## src/rtl/spfps_pkg.sv

```systemverilog
`default_nettype none

package spfps_pkg;

  // page size and derived widths
  localparam int PAGE_BYTES = 64;
  localparam int PAGE_IDX_W = (PAGE_BYTES > 1) ? $clog2(PAGE_BYTES) : 1;
  localparam int PAGE_CNT_W = $clog2(PAGE_BYTES + 1);

  // item opcodes
  localparam logic [1:0] OP_LOAD   = 2'd0;
  localparam logic [1:0] OP_START  = 2'd1;
  localparam logic [1:0] OP_XFER   = 2'd2;
  localparam logic [1:0] OP_UNUSED = 2'd3;

  // configuration register indexes
  localparam int CFG_IDX_W = 3;
  localparam logic [CFG_IDX_W-1:0] CFG_CMD_WEN    = 3'd0;
  localparam logic [CFG_IDX_W-1:0] CFG_CMD_PP     = 3'd1;
  localparam logic [CFG_IDX_W-1:0] CFG_CMD_RDSR   = 3'd2;
  localparam logic [CFG_IDX_W-1:0] CFG_FILLER     = 3'd3;
  localparam logic [CFG_IDX_W-1:0] CFG_BUSY_MASK  = 3'd4;

  // configuration reset values
  localparam logic [7:0] RST_CMD_WEN   = 8'h06;
  localparam logic [7:0] RST_CMD_PP    = 8'h02;
  localparam logic [7:0] RST_CMD_RDSR  = 8'h05;
  localparam logic [7:0] RST_FILLER    = 8'hFF;
  localparam logic [7:0] RST_BUSY_MASK = 8'h01;

  localparam int SECTOR_SHIFT = 12;
  localparam int ADDR_W = 24;

  // page buffer write request
  typedef struct packed {
    logic                  en;
    logic [PAGE_IDX_W-1:0] addr;
    logic [7:0]            data;
  } buf_wr_t;

endpackage

`default_nettype wire

```

## src/rtl/spfps_page_buf.sv

```systemverilog
`default_nettype none

module spfps_page_buf import spfps_pkg::*; (
  input  wire logic                  clk,
  input  wire buf_wr_t               wr,
  input  wire logic [PAGE_IDX_W-1:0] rd_addr,
  output logic      [7:0]            rd_data
);

  logic [7:0] mem [PAGE_BYTES];

  always_ff @(posedge clk) begin
    if (wr.en) begin
      mem[wr.addr] <= wr.data;
    end
    rd_data <= mem[rd_addr];
  end

endmodule

`default_nettype wire

```

## src/rtl/spi_flash_page_program_sequencer.sv

```systemverilog
// spi nor page program sequencer
// input channel (in_valid/in_ready): one item per transfer; opcode selects a
// page buffer load, a program start (sector and offset form the 24-bit
// address) or an exchange-done event carrying the byte just received
// output channel (out_valid/out_ready): one action per transfer telling the
// spi shifter whether to pulse chip select, the select level, and which byte
// to send; a final action with done_res reports the device no longer busy
// config channel (cfg_valid/cfg_ready): register index and 8-bit data, always
// ready; written by the user only while the block is idle (not enforced)
// an item's action is registered and appears in the cycle after its transfer
// throughput: one item per cycle; the output register is the only buffer, so
// the input takes a new item whenever that register is empty or being drained
// a receiver stall holds the action and backs pressure onto the input
// data bytes come from a 64-entry page buffer with a registered read port;
// the read address runs one step ahead of the data byte counter
// reset: idle phase, address and counters cleared, status zero, config
// registers to their defaults; page buffer contents are not cleared
`default_nettype none

module spi_flash_page_program_sequencer import spfps_pkg::*; (
  input  wire logic                 clk,
  input  wire logic                 rst,
  // input items
  input  wire logic                 in_valid,
  output logic                      in_ready,
  input  wire logic [1:0]           opcode,
  input  wire logic [8:0]           sector,
  input  wire logic [11:0]          offset,
  input  wire logic [5:0]           load_index,
  input  wire logic [7:0]           load_byte,
  input  wire logic [7:0]           rx_byte,
  // result items
  output logic                      out_valid,
  input  wire logic                 out_ready,
  output logic                      pulse_deselect,
  output logic                      select_level,
  output logic                      send,
  output logic [7:0]                tx_byte,
  output logic                      done_res,
  output logic [7:0]                last_status,
  // configuration writes
  input  wire logic                 cfg_valid,
  output logic                      cfg_ready,
  input  wire logic [CFG_IDX_W-1:0] cfg_index,
  input  wire logic [7:0]           cfg_data
);

  typedef enum logic [2:0] {
    PH_IDLE,
    PH_AFTER_WEN,
    PH_ADDR,
    PH_DATA,
    PH_ENDWRITE,
    PH_RDSR,
    PH_DUMMY,
    PH_CHECK
  } phase_t;

  // config registers
  logic [7:0] cmd_write_enable;
  logic [7:0] cmd_page_program;
  logic [7:0] cmd_read_status;
  logic [7:0] filler_byte;
  logic [7:0] busy_mask;

  // sequence state
  phase_t                phase, phase_next;
  logic [ADDR_W-1:0]     target_address, target_address_next;
  logic [1:0]            address_bytes_left, address_bytes_left_next;
  logic [PAGE_CNT_W-1:0] data_bytes_left, data_bytes_left_next;
  logic [7:0]            status_seen, status_seen_next;

  // action produced by the current transfer
  logic       res_fire;
  logic       res_pulse;
  logic       res_level;
  logic       res_send;
  logic [7:0] res_tx;
  logic       res_done;

  logic                  in_fire;
  buf_wr_t               buf_wr;
  logic [PAGE_IDX_W-1:0] buf_rd_addr;
  logic [PAGE_CNT_W-1:0] buf_rd_pos;
  logic [7:0]            buf_rd_data;

  // input moves whenever the output register is free this cycle
  assign in_ready  = !out_valid || out_ready;
  assign in_fire   = in_valid && in_ready;
  assign cfg_ready = 1'b1;

  // prefetch the buffer byte the next data step will send
  assign buf_rd_pos  = PAGE_CNT_W'(PAGE_BYTES) - data_bytes_left_next;
  assign buf_rd_addr = buf_rd_pos[PAGE_IDX_W-1:0];

  spfps_page_buf u_page_buf (
    .clk     (clk),
    .wr      (buf_wr),
    .rd_addr (buf_rd_addr),
    .rd_data (buf_rd_data)
  );

  always_comb begin
    phase_next              = phase;
    target_address_next     = target_address;
    address_bytes_left_next = address_bytes_left;
    data_bytes_left_next    = data_bytes_left;
    status_seen_next        = status_seen;
    res_fire                = 1'b0;
    res_pulse               = 1'b0;
    res_level               = 1'b0;
    res_send                = 1'b1;
    res_tx                  = 8'h00;
    res_done                = 1'b0;
    buf_wr.en               = 1'b0;
    buf_wr.addr             = PAGE_IDX_W'(load_index);
    buf_wr.data             = load_byte;

    if (in_fire) begin
      case (opcode)
        OP_LOAD: begin
          // loads only while idle and inside the page
          if (phase == PH_IDLE && 32'(load_index) < 32'(PAGE_BYTES)) begin
            buf_wr.en = 1'b1;
          end
        end
        OP_START: begin
          if (phase == PH_IDLE) begin
            target_address_next = ({15'd0, sector} << SECTOR_SHIFT)
                                  + {12'd0, offset};
            address_bytes_left_next = 2'd3;
            data_bytes_left_next    = PAGE_CNT_W'(PAGE_BYTES);
            phase_next              = PH_AFTER_WEN;
            res_fire                = 1'b1;
            res_tx                  = cmd_write_enable;
          end
        end
        OP_XFER: begin
          unique case (phase)
            PH_IDLE: begin
              // exchange done while idle is dropped
            end
            PH_AFTER_WEN: begin
              phase_next = PH_ADDR;
              res_fire   = 1'b1;
              res_pulse  = 1'b1;
              res_tx     = cmd_page_program;
            end
            PH_ADDR: begin
              // address goes out msb first
              case (address_bytes_left)
                2'd3:    res_tx = target_address[23:16];
                2'd2:    res_tx = target_address[15:8];
                default: res_tx = target_address[7:0];
              endcase
              if (address_bytes_left != 2'd0) begin
                address_bytes_left_next = address_bytes_left - 2'd1;
              end
              if (address_bytes_left_next == 2'd0) begin
                phase_next = PH_DATA;
              end
              res_fire = 1'b1;
            end
            PH_DATA: begin
              res_tx = buf_rd_data;
              if (data_bytes_left != '0) begin
                data_bytes_left_next = data_bytes_left - PAGE_CNT_W'(1);
              end
              if (data_bytes_left_next == '0) begin
                phase_next = PH_ENDWRITE;
              end
              res_fire = 1'b1;
            end
            PH_ENDWRITE: begin
              // deselect to start the internal program, clock a filler byte
              phase_next = PH_RDSR;
              res_fire   = 1'b1;
              res_pulse  = 1'b1;
              res_level  = 1'b1;
              res_tx     = filler_byte;
            end
            PH_RDSR: begin
              phase_next = PH_DUMMY;
              res_fire   = 1'b1;
              res_tx     = cmd_read_status;
            end
            PH_DUMMY: begin
              phase_next = PH_CHECK;
              res_fire   = 1'b1;
              res_tx     = filler_byte;
            end
            PH_CHECK: begin
              status_seen_next = rx_byte;
              res_fire         = 1'b1;
              res_pulse        = 1'b1;
              if ((rx_byte & busy_mask) != 8'h00) begin
                // still busy, poll again
                phase_next = PH_DUMMY;
                res_tx     = cmd_read_status;
              end else begin
                phase_next = PH_IDLE;
                res_level  = 1'b1;
                res_send   = 1'b0;
                res_done   = 1'b1;
              end
            end
            default: begin
              phase_next = PH_IDLE;
            end
          endcase
        end
        default: begin
          // unused opcode, no action
        end
      endcase
    end
  end

  always_ff @(posedge clk) begin
    if (rst) begin
      phase              <= PH_IDLE;
      target_address     <= '0;
      address_bytes_left <= '0;
      data_bytes_left    <= '0;
      status_seen        <= '0;
      out_valid          <= 1'b0;
      cmd_write_enable   <= RST_CMD_WEN;
      cmd_page_program   <= RST_CMD_PP;
      cmd_read_status    <= RST_CMD_RDSR;
      filler_byte        <= RST_FILLER;
      busy_mask          <= RST_BUSY_MASK;
    end else begin
      phase              <= phase_next;
      target_address     <= target_address_next;
      address_bytes_left <= address_bytes_left_next;
      data_bytes_left    <= data_bytes_left_next;
      status_seen        <= status_seen_next;
      if (res_fire) begin
        out_valid <= 1'b1;
      end else if (out_ready) begin
        out_valid <= 1'b0;
      end
      if (cfg_valid) begin
        unique case (cfg_index)
          CFG_CMD_WEN:   cmd_write_enable <= cfg_data;
          CFG_CMD_PP:    cmd_page_program <= cfg_data;
          CFG_CMD_RDSR:  cmd_read_status  <= cfg_data;
          CFG_FILLER:    filler_byte      <= cfg_data;
          CFG_BUSY_MASK: busy_mask        <= cfg_data;
          default: begin
            // writes past the register list are dropped
          end
        endcase
      end
    end
  end

  // result payload, loaded only when a new action is produced
  always_ff @(posedge clk) begin
    if (res_fire) begin
      pulse_deselect <= res_pulse;
      select_level   <= res_level;
      send           <= res_send;
      tx_byte        <= res_tx;
      done_res       <= res_done;
      last_status    <= status_seen_next;
    end
  end

endmodule

`default_nettype wire

```

## config.mk

```make
export PLATFORM = sky130hd
export DESIGN_NAME = spi_flash_page_program_sequencer
export DESIGN_NICKNAME = d
export VERILOG_FILES = /design/src/rtl/spfps_pkg.sv /design/src/rtl/spfps_page_buf.sv /design/src/rtl/spi_flash_page_program_sequencer.sv
export SDC_FILE = /design/constraint.sdc
export NUM_CORES = 1
export LEC_CHECK = 0
export ABC_AREA = 1
export BUFFER_PORTS_ARGS = -buffer_cell sky130_fd_sc_hd__buf_2
export CORE_MARGIN = 3
export CORE_UTILIZATION = 40
export CTS_BUF_LIST = sky130_fd_sc_hd__clkbuf_8 sky130_fd_sc_hd__clkbuf_16
export DETAILED_ROUTE_END_ITERATION = 10
export PLACE_DENSITY = 0.6
export SYNTH_ARGS = -nofsm -noshare
export SYNTH_HDL_FRONTEND = slang
export SYNTH_HIERARCHICAL = 1
export SYNTH_SLANG_ARGS = --single-unit
```

## constraint.sdc

```tcl
create_clock -name clk -period 3.7 [get_ports clk]
set_clock_uncertainty 0.2 [all_clocks]
set_input_delay 0.555 -clock clk [delete_from_list [all_inputs] [get_ports clk]]
set_output_delay 0.555 -clock clk [all_outputs]
set_load 0.005 [all_outputs]
```

After elaboration in Yosys (flattened, before gate mapping)
Memories as Yosys holds them, arrays and structs flattened. A register that Yosys moved wholly into a read port is not among the register bits.
Cells that the tools add are included.

operators by class
  $add $sub $neg = 4
  equal/unequal tests = 20
  muxes and demuxes = 43
  bitwise gates (word level) = 1
  reduce and logical (&&, ||, !) cells = 26

operator list
  cell                                                                      count
  7-bit two-way mux                                                         7
  8-bit case mux with 6 select lines                                        1
  8-bit two-way mux                                                         5
  8-bit case mux with 2 select lines                                        2
  21-bit by 12-bit adder with 22-bit output                                 1
  3-bit case mux with 7 select lines                                        1
  3-bit equality test (second input constant)                               5
  7-bit case mux with 2 select lines                                        1
  3-bit by 2-bit equality test with 1-bit output (second input constant)    4
  1-bit two-way mux                                                         12
  2-bit two-way mux                                                         6
  3-bit two-way mux                                                         4
  2-bit AND reduction                                                       6
  8-bit bitwise AND                                                         1
  8-bit by 2-bit inequality test with 1-bit output (second input constant)  1
  8-bit nonzero test                                                        1
  7-bit zero test                                                           1
  7-bit nonzero test                                                        1
  7-bit OR reduction                                                        1
  7-bit by 1-bit subtractor with 7-bit output (second input constant)       1
  2-bit equality test (second input constant)                               3
  3-bit by 1-bit equality test with 1-bit output (second input constant)    2
  3-bit zero test                                                           2
  3-bit inequality test (second input constant)                             2
  other kinds (18)                                                          23

word-level totals
  flip-flop bits (word level) = 105
  memory bits (writable) = 512
  input bits = 61
  output and inout port bits = 23
  word-level logic and storage cells = 112
  memories kept = 1

memories
  memory          words  bits a word  rd ports  clocked after Yosys merged registers in  wr ports  line                  RTL
  u_page_buf.mem  64     8            1         1                                        1         spfps_page_buf.sv:10  logic [7:0] mem [PAGE_BYTES];

Depth between registers and ports, before layout
  word-level depth = 9
  depth in mapped cells = 23
  mapped depth without buffers = 22

Hierarchy
The synthesis kept the hierarchy.

modules (own cells, without submodules)
  module                            times used  cells each  area each (um2)  sequential area each (um2)
  spfps_page_buf                    1           1,805       21,339.2         15,534.9
  spi_flash_page_program_sequencer  1           678         4,902.2          2,242.2

Least setup slack after synthesis
OpenSTA, ideal clock, no wires.

  path type = register to register
  start point = register data_bytes_left[0]
  end point = register u_page_buf.rd_data[6] (read register of u_page_buf.mem)
  library setup time = 0.058 ns
  arrival time = 2.714 ns
  required time = 3.442 ns
  setup slack = 0.728 ns
  cell stages (with the launch flop) = 24
  path buffers = 2
  clock period less this slack = 2.972 ns
  cells stage by stage = dfxtp_1 > inv_1 > ha_1 > inv_1 > nor2_1 > nand3_4 > nand2_1 > nand3_1 > nand2_1 > nand2_1 > nand2_1 > inv_1 > ha_1 > inv_1 > nor2_1 > nor2_1 > buf_2 > buf_1 > nand3_1 > nand2_1 > nand2_1 > nand3_1 > nand3_1 > nand2_1

between the ends
  word-level cells in the longest chain between the ends = 9
  elaborated cells on any way between the ends = 11
  those cells by class = add/sub: 2; mux: 8; reduce/logical: 1

ends and longest elaborated chain
  element                                                                            line                                                                              RTL
  from (decl)                                                                        spi_flash_page_program_sequencer.sv:70                                            logic [PAGE_CNT_W-1:0] data_bytes_left, data_bytes_left_next;
  from (signal assigned)                                                             spi_flash_page_program_sequencer.sv:236                                           data_bytes_left <= data_bytes_left_next;
  7-bit by 1-bit subtractor with 7-bit output or 7-bit nonzero test (tied branches)  spi_flash_page_program_sequencer.sv:167, spi_flash_page_program_sequencer.sv:166
  7-bit two-way mux                                                                  spi_flash_page_program_sequencer.sv:166                                           if (data_bytes_left != '0) begin
  7-bit two-way mux                                                                  spi_flash_page_program_sequencer.sv:139                                           unique case (phase)
  7-bit two-way mux                                                                  spi_flash_page_program_sequencer.sv:120                                           case (opcode)
  7-bit two-way mux                                                                  spi_flash_page_program_sequencer.sv:119                                           if (in_fire) begin
  7-bit two-way mux                                                                  spi_flash_page_program_sequencer.sv:139
  7-bit case mux with 2 select lines                                                 spi_flash_page_program_sequencer.sv:120
  7-bit two-way mux *                                                                spi_flash_page_program_sequencer.sv:119
  1-bit by 6-bit subtractor with 6-bit output *                                      spi_flash_page_program_sequencer.sv:93                                            assign buf_rd_pos = PAGE_CNT_W'(PAGE_BYTES) - data_bytes_left_next;
  via buf_rd_pos[2]                                                                  spi_flash_page_program_sequencer.sv:84                                            logic [PAGE_CNT_W-1:0] buf_rd_pos;
  to (decl)                                                                          spfps_page_buf.sv:7                                                               output logic [7:0] rd_data

The timed path passes the listed nets; every way through them passes the cells marked *. The select of a mux whose other input is x is not followed.
A chain may end at the register's enable or synchronous reset.

Worst setup path in the final report
  start point = register data_bytes_left[1]
  end point = register u_page_buf.rd_data[0] (read register of u_page_buf.mem)

The elaborated chain is that of the path after synthesis.

==> impl_metrics.env <==
export IMPL_p_int_mw=11.6
export IMPL_coreArea_um2=64700
export IMPL_switching_share=0.216
export IMPL_clock_fmax_ghz=0.291
export IMPL_ff_latch_area_um2=17800
export IMPL_rr_startpoint="data_bytes_left[1]"
export IMPL_via_count=18800
export IMPL_clockBufferDepth=3
export IMPL_min_path_type="input pin to register"
export IMPL_grt_pass1_vias=18100
export IMPL_clkLatencyLatePin_ns=0.62
export IMPL_place_gp_congestion=0.897
export IMPL_finalCritPeriodShare=0.930
export IMPL_hold_violations=0
export IMPL_grt_overflow=0
export IMPL_vias_per_cell=5.28
export IMPL_vdd_drop_max_mv=0.390
export IMPL_area_delta_synth_final_pct=16.0
export IMPL_cts_tree="done"
export IMPL_path_class="register to register"
export IMPL_routedWlPerCell_um=20.2
export IMPL_path_clk_slew_ns=0.06
export IMPL_grt_max_degree=94
export IMPL_combPwrFrac=0.031
export IMPL_r2r_end="u_page_buf/rd_data[0]"
export IMPL_outcome="finished, final reports clean"
export IMPL_rr_worst_depth=20
export IMPL_antenna_found_initial=0
export IMPL_drt_initial_drc_count=1878
export IMPL_die_area_um2=68700
export IMPL_nNetsFinal=2708
export IMPL_cts_buffers=68
export IMPL_final_core_util=0.470
export IMPL_synth_edf_count=532
export IMPL_ant_nets=0
export IMPL_grt_pass1_wl_mm=108
export IMPL_postSynthCellCount=2483
export IMPL_rsz0062_at_grt="false"
export IMPL_power_total_mw=14.8
export IMPL_yosys_top_cells_count="820 x nand2_1, 532 x edfxtp_1, 480 x nand3_1"
export IMPL_yosysTopAreaCellShare=0.609
export IMPL_drive_gt1_frac=0.134
export IMPL_period_needed_ns=3.44
export IMPL_start_util=0.406
export IMPL_seqPwrFrac=0.519
export IMPL_yosysMostFrequentCell="nand2_1"
export IMPL_drtPass1Iterations=5
export IMPL_synth_area_leaders="edfxtp_1 61%, nand2_1 12%, nand3_1 9.2%, dfxtp_1 6.9%, nor2_1 2.7%"
export IMPL_startpoint_type="register"
export IMPL_dp_final_hpwl_mm=45.6
export IMPL_tritoncts_num_sinks=622
export IMPL_synthFlopType="edfxtp_1"
export IMPL_startpoint="data_bytes_left[1]"
export IMPL_synthArstFlopShare=0
export IMPL_yosysWarnings=6
export IMPL_nFillCells=5883
export IMPL_yosysSeqAreaShare=0.677
export IMPL_syn_cell_area_um2=26200
export IMPL_slew_violations=0
export IMPL_cap_violations=0
export IMPL_ff2ff_setup_slack_ns=0.26
export IMPL_pre_cts_ws_ns=-0.00369
export IMPL_ys_seq_elements=622
export IMPL_insertedDiodeCount=0
export IMPL_fp_dieH_um=262
export IMPL_power_leakage_nw=11.6
export IMPL_syn_num_nets=2550
export IMPL_power_per_cell_area_nw_per_um2=486
export IMPL_setup_violations=0
export IMPL_end_kind="register"
export IMPL_clock_root_buffer="clkbuf_16"
export IMPL_worst_pin_slew_ns=0.908
export IMPL_drc_errors=0
export IMPL_grt_usage=0.207
export IMPL_multi_input_area_um2=7310
export IMPL_clkPwrFrac=0.450
export IMPL_worst_slack_ns=0.260
export IMPL_num_rows=93
export IMPL_cp_required_ns=4.01
export IMPL_drt_wl_total_mm=71.7
export IMPL_synth_area_leader_cell="edfxtp_1"
export IMPL_pin_count=84
export IMPL_h_tree_depth=3
export IMPL_syn_avg_cell_area_um2=10.6
export IMPL_endpoint="u_page_buf/rd_data[0]"
export IMPL_worstPathArrival_ns=3.75
export IMPL_crit_path_max_fanout=40
export IMPL_die_w_um=262
export IMPL_synthDistinctLibCells=42
export IMPL_slew_headroom=0.395
export IMPL_power_switching_mw=3.19
export IMPL_io_buffers=82
metrics by stage:
step / std cells / area, um^2 / hold WS (ns) / setup TNS (ns)
after floorplan: 2483 / 26200 / 0.224 / 0
after global placement: 3405 / 27900 / 0.240 / 0
after detailed placement: 3405 / 27900 / 0.243 / -0.00576
after CTS: 3548 / 30300 / 0.000415 / 0
after global routing: 3552 / 30400 / 0.0279 / 0
final: 3552 / 30400 / 0.0236 / 0
cell usage in the layout, fill, tap and decap left out, types with 3 or more instances in the layout:
cell type / n
inv_1: 65
ha_1: 5
o21ai_2: 7
inv_2: 26
nand3_1: 480
buf_12: 15
nand4_1: 13
buf_4: 100
buf_2: 82
clkbuf_16: 69
a211oi_1: 3
dfxtp_1: 90
bufinv_16: 5
nor2_2: 3
edfxtp_1: 532
nand2_1: 820
dlygate4sd3_1: 17
clkinv_16: 3
nor4_1: 8
nor2_4: 4
clkbuf_8: 3
clkinv_2: 12
o21ai_0: 43
nor2_1: 187
nand2_2: 3
o21ai_1: 16
or2_1: 8
a21oi_1: 26
clkinv_1: 14
critical path, stage by stage (launching register included):
cell,delay (ns)
dfxtp_1,0.34
inv_1,0.10
ha_1,0.14
inv_1,0.04
nor2_1,0.20
nand3_4,0.16
nand2_1,0.14
nand3_1,0.09
nand2_1,0.06
nand2_1,0.04
nand2_1,0.12
inv_1,0.11
ha_4,0.36
buf_6,0.32
nand3_1,0.23
nand3_1,0.13
nand2_1,0.06
nand2_1,0.08
nand3_1,0.17
nand3_1,0.13
nand2_1,0.06
metal layers:
layer / global-route usage / part of all wire
met1: 0.276 / 0.41
met2: 0.339 / 0.47
met3: 0.0420 / 0.079
met4: 0.0743 / 0.034
met5: 0 / 0
state kept, by name, indices dropped and copies added (netlist names), 2 cells and up:
signal and cells:
cmd_write_enable 8, filler_byte 8, data_bytes_left 7, cmd_page_program 8
phase 3, busy_mask 8, last_status 8, cmd_read_status 8
status_seen 8, u_page_buf/rd_data 8, tx_byte 8, u_page_buf/mem 512
target_address 21, address_bytes_left 2
power by group through the flow:
stage / clock network (mW) / registers, mW / logic, mW
final: 6.65 / 7.67 / 0.452
after global routing: 7.07 / 7.67 / 0.496
after CTS: 6.80 / 7.67 / 0.453
after detailed placement: 0 / 7.82 / 0.438
after global placement: 0 / 7.82 / 0.429
after floorplan: 0 / 7.81 / 0.194
worst min-delay path by stage:
stage / start / to / slack [ns] / depth (start not counted)
final: sector[3] / target_address[15] / 0.02 / 3
after global routing: sector[3] / target_address[15] / 0.03 / 3
after CTS: sector[3] / target_address[15] / 0.0004 / 3
after detailed placement: target_address[5] / target_address[5] / 0.24 / 2
after global placement: target_address[5] / target_address[5] / 0.24 / 2
after floorplan: target_address[6] / target_address[6] / 0.22 / 2
cell families (layout without fill, tap and decap cells):
group	after synthesis	in the layout	share of synthesized area
fa+ha+maj	6	6	0.00286
buf+inv	210	424	0.0458
flops	622	622	0.677
simple gates	1540	1540	0.252
compound gates	101	101	0.0211
other cells	1	1	0.000143
xor+xnor	3	3	0.00100
area by class of cell:
cell class,instances,share of cell area
flip-flops and latches,622,0.584
clock inverters,55,0.0161
well taps,855,0.0352
clock buffers,71,0.0573
repair buffers,219,0.0570
multi-input cells,1651,0.240
inverters,79,0.0101
repair_timing:
item                       CTS  global route
resized for setup            0             5
hold buffers                17             0
hold endpoints to repair    17             0
setup buffers                0             3
setup endpoints to repair    0             8
Note: power is estimated with default switching activity, not from simulation.
